[src/bsmv_pkg.sv]
package bsmv_pkg;

  localparam int ROWS_DEF      = 64;
  localparam int MAX_BAND_DEF  = 4;
  localparam int FRAC_BITS_DEF = 16;
  localparam int MAX_OUT       = 64;

  typedef enum logic [1:0] {
    CMD_BAND  = 2'd0,
    CMD_X     = 2'd1,
    CMD_Y     = 2'd2,
    CMD_START = 2'd3
  } cmd_code_t;

  typedef enum logic [2:0] {
    REG_LOWER_BAND = 3'd0,
    REG_UPPER_BAND = 3'd1,
    REG_START_ROW  = 3'd2,
    REG_START_DIAG = 3'd3,
    REG_NUM_ROWS   = 3'd4,
    REG_NUM_COLS   = 3'd5,
    REG_ALPHA      = 3'd6,
    REG_BETA       = 3'd7
  } reg_index_t;

  typedef struct packed {
    logic [2:0]         lower_band;
    logic [2:0]         upper_band;
    logic [5:0]         start_row;
    logic signed [3:0]  start_diag;
    logic [6:0]         num_rows;
    logic [6:0]         num_cols;
    logic signed [31:0] alpha_gain;
    logic signed [31:0] beta_gain;
  } cfg_t;

  typedef struct packed {
    logic       row_start;
    logic       col_issue;
    logic       fin;
    logic       mul;
    logic       add;
    logic       emit;
    logic       last;
    logic [6:0] r;
    logic [6:0] c;
  } ctl_cmd_t;

  typedef struct packed {
    logic out_free;
  } ctl_stat_t;

endpackage

[src/bsmv_ctrl.sv]
module bsmv_ctrl #(
  parameter int ROWS = bsmv_pkg::ROWS_DEF
) (
  input  logic               clk,
  input  logic               rst,
  input  bsmv_pkg::cfg_t     cfg,
  input  logic               in_valid,
  input  logic [1:0]         command,
  output logic               in_ready,
  input  bsmv_pkg::ctl_stat_t stat,
  output bsmv_pkg::ctl_cmd_t cmd
);

  typedef enum logic [7:0] {
    S_IDLE  = 8'b00000001,
    S_SETUP = 8'b00000010,
    S_COLS  = 8'b00000100,
    S_DRAIN = 8'b00001000,
    S_FIN   = 8'b00010000,
    S_MUL   = 8'b00100000,
    S_ADD   = 8'b01000000,
    S_EMIT  = 8'b10000000
  } state_t;

  state_t     state, state_next;
  logic [6:0] cnt, cnt_next;
  logic [6:0] r, r_next;
  logic [6:0] c, c_next;
  logic [6:0] cols, cols_next;
  logic       dcnt, dcnt_next;

  logic [11:0] rows12, room, lim;
  logic [6:0]  cnt_calc, cols_calc;

  always_comb begin
    rows12 = 12'(ROWS);
    room = (12'(cfg.start_row) < rows12) ? rows12 - 12'(cfg.start_row) : 12'd0;
    lim = 12'(cfg.num_rows);
    if (room < lim) lim = room;
    if (lim > 12'(bsmv_pkg::MAX_OUT)) lim = 12'(bsmv_pkg::MAX_OUT);
    cnt_calc = lim[6:0];
    cols_calc = (12'(cfg.num_cols) > rows12) ? rows12[6:0] : cfg.num_cols;
  end

  always_comb begin
    state_next = state;
    cnt_next = cnt;
    r_next = r;
    c_next = c;
    cols_next = cols;
    dcnt_next = dcnt;
    cmd = '0;
    cmd.r = r;
    cmd.c = c;
    in_ready = (state == S_IDLE);
    unique case (state)
      S_IDLE: begin
        if (in_valid && command == bsmv_pkg::CMD_START) state_next = S_SETUP;
      end
      S_SETUP: begin
        cnt_next = cnt_calc;
        cols_next = cols_calc;
        r_next = '0;
        c_next = '0;
        dcnt_next = 1'b0;
        if (cnt_calc == 7'd0) begin
          state_next = S_IDLE;
        end else begin
          cmd.row_start = 1'b1;
          state_next = (cols_calc != 7'd0) ? S_COLS : S_DRAIN;
        end
      end
      S_COLS: begin
        cmd.col_issue = 1'b1;
        c_next = c + 7'd1;
        if (c + 7'd1 == cols) begin
          dcnt_next = 1'b0;
          state_next = S_DRAIN;
        end
      end
      S_DRAIN: begin
        dcnt_next = 1'b1;
        if (dcnt) state_next = S_FIN;
      end
      S_FIN: begin
        cmd.fin = 1'b1;
        state_next = S_MUL;
      end
      S_MUL: begin
        cmd.mul = 1'b1;
        state_next = S_ADD;
      end
      S_ADD: begin
        cmd.add = 1'b1;
        state_next = S_EMIT;
      end
      S_EMIT: begin
        if (stat.out_free) begin
          cmd.emit = 1'b1;
          cmd.last = (r + 7'd1 == cnt);
          if (r + 7'd1 == cnt) begin
            state_next = S_IDLE;
          end else begin
            r_next = r + 7'd1;
            c_next = '0;
            dcnt_next = 1'b0;
            cmd.row_start = 1'b1;
            state_next = (cols != 7'd0) ? S_COLS : S_DRAIN;
          end
        end
      end
      default: state_next = S_IDLE;
    endcase
  end

  always_ff @(posedge clk) begin
    if (rst) begin
      state <= S_IDLE;
      cnt <= '0;
      r <= '0;
      c <= '0;
      cols <= '0;
      dcnt <= 1'b0;
    end else begin
      state <= state_next;
      cnt <= cnt_next;
      r <= r_next;
      c <= c_next;
      cols <= cols_next;
      dcnt <= dcnt_next;
    end
  end

  a_issue_in_range: assert property (@(posedge clk) disable iff (rst)
    cmd.col_issue |-> (c < cols))
    else $error("column issued past end");
  a_emit_row_in_range: assert property (@(posedge clk) disable iff (rst)
    cmd.emit |-> (r < cnt))
    else $error("row emitted past count");
  a_fin_after_drain: assert property (@(posedge clk) disable iff (rst)
    cmd.fin |-> $past(state == S_DRAIN))
    else $error("accumulator read before drain");

endmodule

[config.mk]
export PLATFORM = sky130hd
export DESIGN_NAME = bsmv_ctrl
export DESIGN_NICKNAME = d
export VERILOG_FILES = /design/src/bsmv_pkg.sv /design/src/bsmv_ctrl.sv
export SDC_FILE = /design/constraint.sdc
export NUM_CORES = 1
export LEC_CHECK = 0
export BUFFER_PORTS_ARGS = -buffer_cell sky130_fd_sc_hd__buf_2
export CORE_MARGIN = 1.5
export CORE_UTILIZATION = 40
export DETAILED_ROUTE_END_ITERATION = 8
export MAX_ROUTING_LAYER = met4
export PLACE_DENSITY = 0.68
export SLEW_MARGIN = 15
export SYNTH_ARGS = -nofsm -noshare
export SYNTH_HDL_FRONTEND = slang
export SYNTH_SLANG_ARGS = --single-unit
[constraint.sdc]
create_clock -name clk -period 6.1 [get_ports clk]
set_clock_uncertainty 0.15 [all_clocks]
set_input_delay 0.61 -clock clk [delete_from_list [all_inputs] [get_ports clk]]
set_output_delay 0.61 -clock clk [all_outputs]
set_load 0.01 [all_outputs]
-- Word-level counts from Yosys, hierarchy flattened
Cells that the tools add are included.
- add/subtract/negate cells: 3
- muxes and demuxes: 32
- $lt $le $gt $ge: 3
- reduce and logical (&&, ||, !) cells: 11
- eq/ne operators: 16
- operators by type and width (kind ; number):
    8-bit one-hot mux with 8 select lines ; 1
    7-bit two-way mux ; 6
    8-bit two-way mux ; 4
    7-bit one-hot mux with 3 select lines ; 1
    4-bit two-way mux ; 4
    7-bit by 1-bit adder with 7-bit output (second input constant) ; 2
    7-bit equality test ; 2
    7-bit one-hot mux with 2 select lines ; 1
    7-bit nonzero test ; 2
    12-bit by 7-bit > comparator with 1-bit output (second input constant) ; 1
    12-bit by 7-bit < comparator with 1-bit output ; 1
    12-bit two-way mux ; 1
    1-bit two-way mux ; 10
    8-bit by 1-bit equality test with 1-bit output (second input constant) ; 1
    8-bit by 2-bit equality test with 1-bit output (second input constant) ; 1
    8-bit by 3-bit equality test with 1-bit output (second input constant) ; 1
    8-bit by 4-bit equality test with 1-bit output (second input constant) ; 1
    8-bit by 5-bit equality test with 1-bit output (second input constant) ; 1
    8-bit by 6-bit equality test with 1-bit output (second input constant) ; 1
    8-bit by 7-bit equality test with 1-bit output (second input constant) ; 1
    8-bit equality test (second input constant) ; 1
    2-bit != test (second input constant) ; 4
    4-bit AND reduction ; 2
    7-bit by 6-bit subtractor with 8-bit output (first input constant) ; 1
    other kinds (12) ; 14
- register bits: 37
- output and inout port bits: 22

-- Depth between registers and ports, before layout
Gate-level depths: netlist (run 1).
- depth after elaboration: 8
- gate-level depth with buffers: 13
- gate-level depth less buffers: 12

-- Worst setup path before layout (run 1)
Ideal clock, no wire load.
- path type: input port to output port
- start point: input cfg[83] (netlist name)
- end point: output cmd[20] (netlist name)
- buffers on the path: 1
- stages on the path: 12
- data required time: 5.340 ns
- slack: 2.190 ns
- arrival: 3.150 ns
- path through: nor3_1 > nor3b_1 > xor2_1 > inv_1 > ha_1 > a21o_1 > a221oi_1 > and2_1 > buf_2 > o21ai_0 > o21ai_0 > nand2_1
- RTL lines (element ; line ; text):
    from (decl) ; bsmv_ctrl.sv:6 ; input bsmv_pkg::cfg_t cfg,
    to (decl) ; bsmv_ctrl.sv:11 ; output bsmv_pkg::ctl_cmd_t cmd

==> results of run 1 <==
[power by group]
part | total (mW) | internal (mW) | switching (mW)
registers | 0.266 | 0.253 | 0.0129
clock network | 0.221 | 0.133 | 0.0878
logic | 0.162 | 0.0647 | 0.0975
[worst min-delay path: cells and delay by family (launching register included)]
| kind | cells | cell delay [ps] |
|---|---|---|
| flops | 1 | 300 |
| buf+inv | 1 | 70 |
| compound gates | 1 | 60 |
[layer usage]
layer  wire [um]  vias to the layer above  global-route usage
li1            -                     1248                   -
met1        2970                     1159               0.252
met2        2610                       70               0.259
met3         310                        6              0.0326
met4          73                        0              0.0492
met5           0                        -                   -
[per-stage QoR]
step                cells  area (um^2)  total power [mW]
floorplan             319         2590             0.389
CTS                   436         2970             0.652
detailed placement    428         2860             0.432
global route          436         2970             0.687
finish                436         2970             0.649
global placement      428         2860             0.428
[state kept, by name (all words and copies together) (netlist names)]
| name | count |
|---|---|
| c | 7 |
| cnt | 7 |
| cols | 7 |
| dcnt | 1 |
| r | 7 |
| state | 8 |
[final cells by class]
| class | count | area [um^2] | share of cell area |
|---|---|---|---|
| clock inverter | 1 | 30.0 | 0.0101 |
| clock buffer | 7 | 86.3 | 0.0290 |
| timing repair buffer | 47 | 235 | 0.0791 |
| multi-input combinational | 243 | 1690 | 0.570 |
| tap | 77 | 96.3 | 0.0324 |
| inverter | 24 | 90.1 | 0.0303 |
| sequential | 37 | 741 | 0.249 |
[cell usage in the layout (no fill, tap or decap), types with 3 or more instances in the layout]
master,n
nand4b_1,7
or4_1,4
a22oi_1,7
nand3b_1,7
or3_1,3
a311oi_2,4
nand2b_1,4
nand2_1,24
nor3b_1,8
mux2i_1,4
dfxtp_1,37
inv_1,24
a31oi_1,5
nor3_1,12
xor2_1,8
nor2_1,26
o22ai_1,3
nor4_1,9
a21oi_1,11
xnor2_1,14
and4b_1,3
ha_1,10
nand3_1,12
clkbuf_8,6
buf_2,47
o21ai_0,17
[kinds of logic (layout without fill, tap and decap cells)]
group,Yosys count,after routing,synth area share
simple gates,134,134,0.292
mux,5,5,0.0198
fa+ha+maj,10,10,0.0483
buf+inv,39,79,0.0608
flops,37,37,0.286
compound gates,71,71,0.211
xor+xnor,23,23,0.0830
[worst max path at each step]
stage | to | startpoint | cells after the start
floorplan | cmd[20] | cfg[83] | 12
global placement | cmd[20] | cfg[82] | 13
detailed placement | cmd[20] | cfg[82] | 13
CTS | cmd[20] | cfg[82] | 13
global route | cmd[20] | cfg[82] | 13
finish | cmd[20] | cfg[82] | 13
==> results_dict.tcl, run 1 <==
set metrics [dict create \
    synth.top_cell.area_share 0.286 \
    hold_path_class "reg -> reg" \
    r2r_start "state[3]" \
    max_freq_mhz 212 \
    numCtsBuffers 5 \
    ant_nets 0 \
    finalCritPeriodShare 0.775 \
    drt_wl_total_mm 5.97 \
    grt_usage 0.177 \
    crit_chain "buf_2, nor3_1, nor3b_1, xor2_1, inv_1, ha_1, a21o_1, a221oi_1, and2_1, o21ai_0, o21ai_0, nand2_1, buf_2" \
    dieHeight_um 83.5 \
    grt_pass1_vias 2159 \
    worst_slack_ps 1370 \
    whs_ps 326 \
    r2r_slack_ps 2980 \
    synth_commonest_cells "37 x dfxtp_1, 26 x nor2_1, 24 x inv_1, 24 x nand2_1, 17 x o21ai_0" \
    synth_seq_cells 37 \
    ys_warn_count 0 \
    slew_viol_final 0 \
    fillCellCount 627 \
    synth_cells 319 \
    drtIter0Drc 173 \
    crit_buf_inv 3 \
    synthMostInstantiatedCell "dfxtp_1" \
    max_slew_margin 0.315 \
    critPathMaxStageDelay_ps 630 \
    worstSetupStartpointType "input pin" \
    dr.pass1.iters 4 \
    finalSetupViolCount 0 \
    syn_nets 429 \
    grt_pass1_wl_mm 10.2 \
    clockBufferDepth 2 \
    synth_area_leaders "dfxtp_1 29%, ha_1 4.8%, xnor2_1 4.7%, nor2_1 3.8%, inv_1 3.5%" \
    dp_slack_ps 1380 \
    path_delay_family "compound AO/OA/AOI/OAI gates" \
    worstHoldEndpoint "dcnt" \
    fin_nets 468 \
    clk_pin_slew_ps 80 \
    vias_per_cell 5.69 \
    status "finished, final reports clean" \
    peakVddDrop_uv 124 \
    finalWeightedCongestion 0.831 \
    synth_seq_area_share 0.286 \
    cts_tree "yes" \
    cp_data_arrival_time_ps 3970 \
    cts_hold_buf 0 \
    htreeDepth 2 \
    portBuffers 47 \
    cpMaxStageDelayCell "a221oi_1" \
    vias 2483 \
    synth_area_leader_cell "dfxtp_1" \
    endpoint_kind "output port" \
    min_period_ps 4730 \
    fin_setup_tns_ps 0 \
    dp_hpwl_mm 4.48 \
    clk_latency_ps 290 \
    tightest_slew_ps 1010 \
    cts-resized-gates 0 \
    overflow 0 \
    root_buffer "clkbuf_8" \
    syn_area_um2 2590 \
    syn2layout_area_growth_pct 14.7 \
    diodes 0 \
    synth_edf_count 0 \
    dieWidth_um 83.5 \
    rsz0062_at_grt "no" \
    hold_viol 0 \
    synthArstFlopShare 0 \
    holdPathStages 2 \
    dieArea_um2 6970 \
    ioPinCount 122 \
    path_max_fanout 8 \
    synth_top_flop_cell "dfxtp_1" \
    post_cts_buffers 0 \
    crit_type "in -> out" \
    routedWlPerCell_um 13.7 \
    final_util 0.471 \
    regToRegEndpoint "state[2]" \
    hp-start "dcnt" \
    r2r_cells 6 \
    avgSynthCellArea_um2 8.13 \
    required_ps 5340 \
    p_leak_nw 1.25 \
    rows 29 \
    antenna_found_initial 0 \
    cellPowerDensity_nw_per_um2 218 \
    drc 0 \
    grt_max_degree 45 \
    clock-sinks 37 \
    start_util 0.411 \
    coreArea_um2 6310 \
    ys_types 59 \
    drv_cap 0 \
    drive_above_1_share 0.192 \
]
Note: power is estimated with default switching activity, not from simulation.
==> run 2, diff against run 1 <==
--- a/config.mk
+++ b/config.mk
@@ -5,12 +5,13 @@
 export SDC_FILE = /design/constraint.sdc
 export NUM_CORES = 1
 export LEC_CHECK = 0
+export ABC_AREA = 1
 export BUFFER_PORTS_ARGS = -buffer_cell sky130_fd_sc_hd__buf_2
 export CORE_MARGIN = 1.5
 export CORE_UTILIZATION = 40
 export DETAILED_ROUTE_END_ITERATION = 8
 export MAX_ROUTING_LAYER = met4
-export PLACE_DENSITY = 0.68
+export PLACE_DENSITY = 0.69
 export SLEW_MARGIN = 15
 export SYNTH_ARGS = -nofsm -noshare
 export SYNTH_HDL_FRONTEND = slang
==> constraint.sdc (replaced) <==
create_clock -name clk -period 4.8 [get_ports clk]
set_clock_uncertainty 0.15 [all_clocks]
set_input_delay 0.48 -clock clk [delete_from_list [all_inputs] [get_ports clk]]
set_output_delay 0.48 -clock clk [all_outputs]
set_load 0.01 [all_outputs]
==> run 2 against run 1 <==
  * Global-route usage is 0.32 points lower
  * Combinational power grew 69%
  * Sequential power increased by 30%
  * Total power grew 29%
  * Largest power group unchanged
  * Cell area is 4.9% lower
  * Critical endpoint unchanged
  * Critical path depth up 6
  * Register-to-register slack got worse by 660 ps
  * Die area down 5.9%
  * Setup slack worse by 140 ps
==> results_dict.tcl, run 2 <==
set metrics [dict create \
    vias 2300 \
    clk_latency_ps 280 \
    synth_edf_count 0 \
    dieArea_um2 6560 \
    dr.pass1.iters 4 \
    grt_usage 0.174 \
    endpoint_kind "output port" \
    root_buffer "clkbuf_8" \
    crit_path_frequent_cell "nand2_1" \
    rows 28 \
    fin_nets 508 \
    syn_area_um2 2430 \
    routedWlPerCell_um 11.2 \
    p_leak_nw 1.41 \
    crit_type "in -> out" \
    dieHeight_um 81 \
    syn_nets 460 \
    synth_seq_area_share 0.304 \
    hold_viol 0 \
    hp-start "cfg[67]" \
    synth_adder_area_share 0.0514 \
    htreeDepth 2 \
    dp_cells 466 \
    finalWeightedCongestion 0.823 \
    worstHoldEndpoint "cols[3]" \
    drc 0 \
    syn2layout_area_growth_pct 16.1 \
    highest_layer "met4" \
    ioPinCount 122 \
    post_cts_buffers 0 \
    layout_common_cells "68 x nand2_1, 47 x buf_2, 43 x inv_1" \
    drtIter0Drc 77 \
    max_freq_mhz 281 \
    dieWidth_um 81 \
    path_max_fanout 8 \
    ant_nets 0 \
    synth_cells 350 \
    drv_cap 0 \
    grt_pass1_vias 2151 \
    synth_top_family_by_area "simple AND/OR/NAND/NOR gates" \
    portBuffers 47 \
    drt_wl_total_mm 5.31 \
    numCtsBuffers 5 \
    r2r_start "state[7]" \
    synth_area_leader_cell "dfxtp_1" \
    cts-resized-gates 0 \
    slew_viol_final 0 \
    rsz0062_at_grt "no" \
    cts_tree "yes" \
    synth_commonest_cells "68 x nand2_1, 43 x inv_1, 38 x nor2_1" \
    wl_met1_mm 2.52 \
    synth_top_flop_cell "dfxtp_1" \
    crit_chain "buf_2, inv_2, ha_1, nand2_1, nor3_1, ha_1, and3_1, nand2_4, nand2_4, nand2_1, nand2_1, nor2_2, nand3_1, nand2_2, nand2_1, nand3_2, nand2_1, nand2_1, buf_2" \
    multiInputGateArea_um2 1460 \
    antenna_found_initial 0 \
    clk_pin_slew_ps 70 \
    whs_ps 302 \
    ys_types 41 \
    regMostFlops "state" \
    r2r_slack_ps 2320 \
    min_period_ps 3560 \
    coreArea_um2 5890 \
    hold_path_class "in -> reg" \
    wl_met2_mm 2.53 \
    tightest_slew_ps 649 \
    synthMostInstantiatedCell "nand2_1" \
    synthArstFlopShare 0 \
    max_slew_margin 0.566 \
    fillCellCount 592 \
    ys_warn_count 0 \
    overflow 0 \
    grt_max_degree 26 \
    cellPowerDensity_nw_per_um2 296 \
    cp_data_arrival_time_ps 2930 \
    synth_compound_area_frac 0.130 \
    clockBufferDepth 2 \
    worstSetupStartpointType "input pin" \
    finalCritPeriodShare 0.743 \
    cts_hold_buf 0 \
    status "finished, final reports clean" \
    synth.top_cell.area_share 0.304 \
    worst_slack_ps 1240 \
    synth_area_leaders "dfxtp_1 30%, nand2_1 10%, inv_1 6.6%, a21oi_1 6.2%, nor2_1 5.9%" \
    grt_pass1_wl_mm 8.87 \
    required_ps 4170 \
    finalSetupViolCount 0 \
    dp_slack_ps 1240 \
    largest_reg_flops 8 \
    peakVddDrop_uv 178 \
    fin_setup_tns_ps 0 \
    fin_cells 473 \
    yosys.area_share.simple 0.335 \
    regArea_um2 741 \
    synth_mux_area_frac 0 \
    vias_per_cell 4.86 \
    clock-sinks 37 \
    r2r_cells 9 \
    final_common_cell "nand2_1" \
    cpMaxStageDelayCell "ha_1" \
    drive_above_1_share 0.221 \
    regToRegEndpoint "state[3]" \
    critPathMaxStageDelay_ps 340 \
    synth-xor-area-share 0.0853 \
    avgSynthCellArea_um2 6.95 \
    wl_met3_um 238 \
    dp_hpwl_mm 4.17 \
    holdPathStages 3 \
    synth_seq_cells 37 \
    start_util 0.413 \
    diodes 0 \
]
-- run 2: worst max-delay path: cells and delay by family --
kind	cells	cell delay, ps
buffers and inverters	3	310
and+or+nand+nor	14	1610
adders and majority gates	2	530
-- run 2: cell families after synthesis --
family / after synthesis
xor gates and xnor gates: 22
adders and majority gates: 10
buffers and inverters: 61
DFF: 37
AOI/OAI and AO/OA: 55
and+or+nand+nor: 165
-- run 2: layout make-up --
cell class | instances | share of cell area
Sequential cell | 37 | 0.262
Clock buffer | 7 | 0.0305
Inverter | 55 | 0.0730
Multi-Input combinational cell | 252 | 0.518
Timing Repair Buffer | 47 | 0.0832
Tap cell | 75 | 0.0332
-- run 2: stage by stage --
step / area, um^2 / total power [mW] / utilization
2_1_floorplan: 2430 / 0.560 / -
3_3_place_gp: 2740 / 0.622 / 0.466
3_5_place_dp: 2740 / 0.626 / 0.466
4_1_cts: 2830 / 0.845 / 0.480
5_1_grt: 2830 / 0.896 / 0.480
6_report: 2830 / 0.838 / 0.480
-- run 2: how the worst max path moves through the flow --
stage	from	end	slack, ps	cells after the start
after CTS	cfg[82]	cmd[20]	1230	19
final	cfg[82]	cmd[20]	1240	19
after detailed placement	cfg[82]	cmd[20]	1240	19
after global placement	cfg[82]	cmd[20]	1230	19
after floorplan	cfg[82]	cmd[20]	1730	17
after global routing	cfg[82]	cmd[20]	1000	19
-- run 2: per-layer routing --
| layer | vias to the layer above | GRT usage |
|---|---|---|
| li1 | 1229 | - |
| met1 | 1030 | 0.208 |
| met2 | 39 | 0.301 |
| met3 | 2 | 0.0337 |
| met4 | 0 | 0.0397 |
| met5 | - | - |
-- run 2: power breakdown --
group	internal, mW	leakage (nW)	switching (mW)
Combinational	0.101	1.07	0.172
Clock	0.114	0.0443	0.104
Sequential	0.331	0.299	0.0160
Total	0.545	1.41	0.292
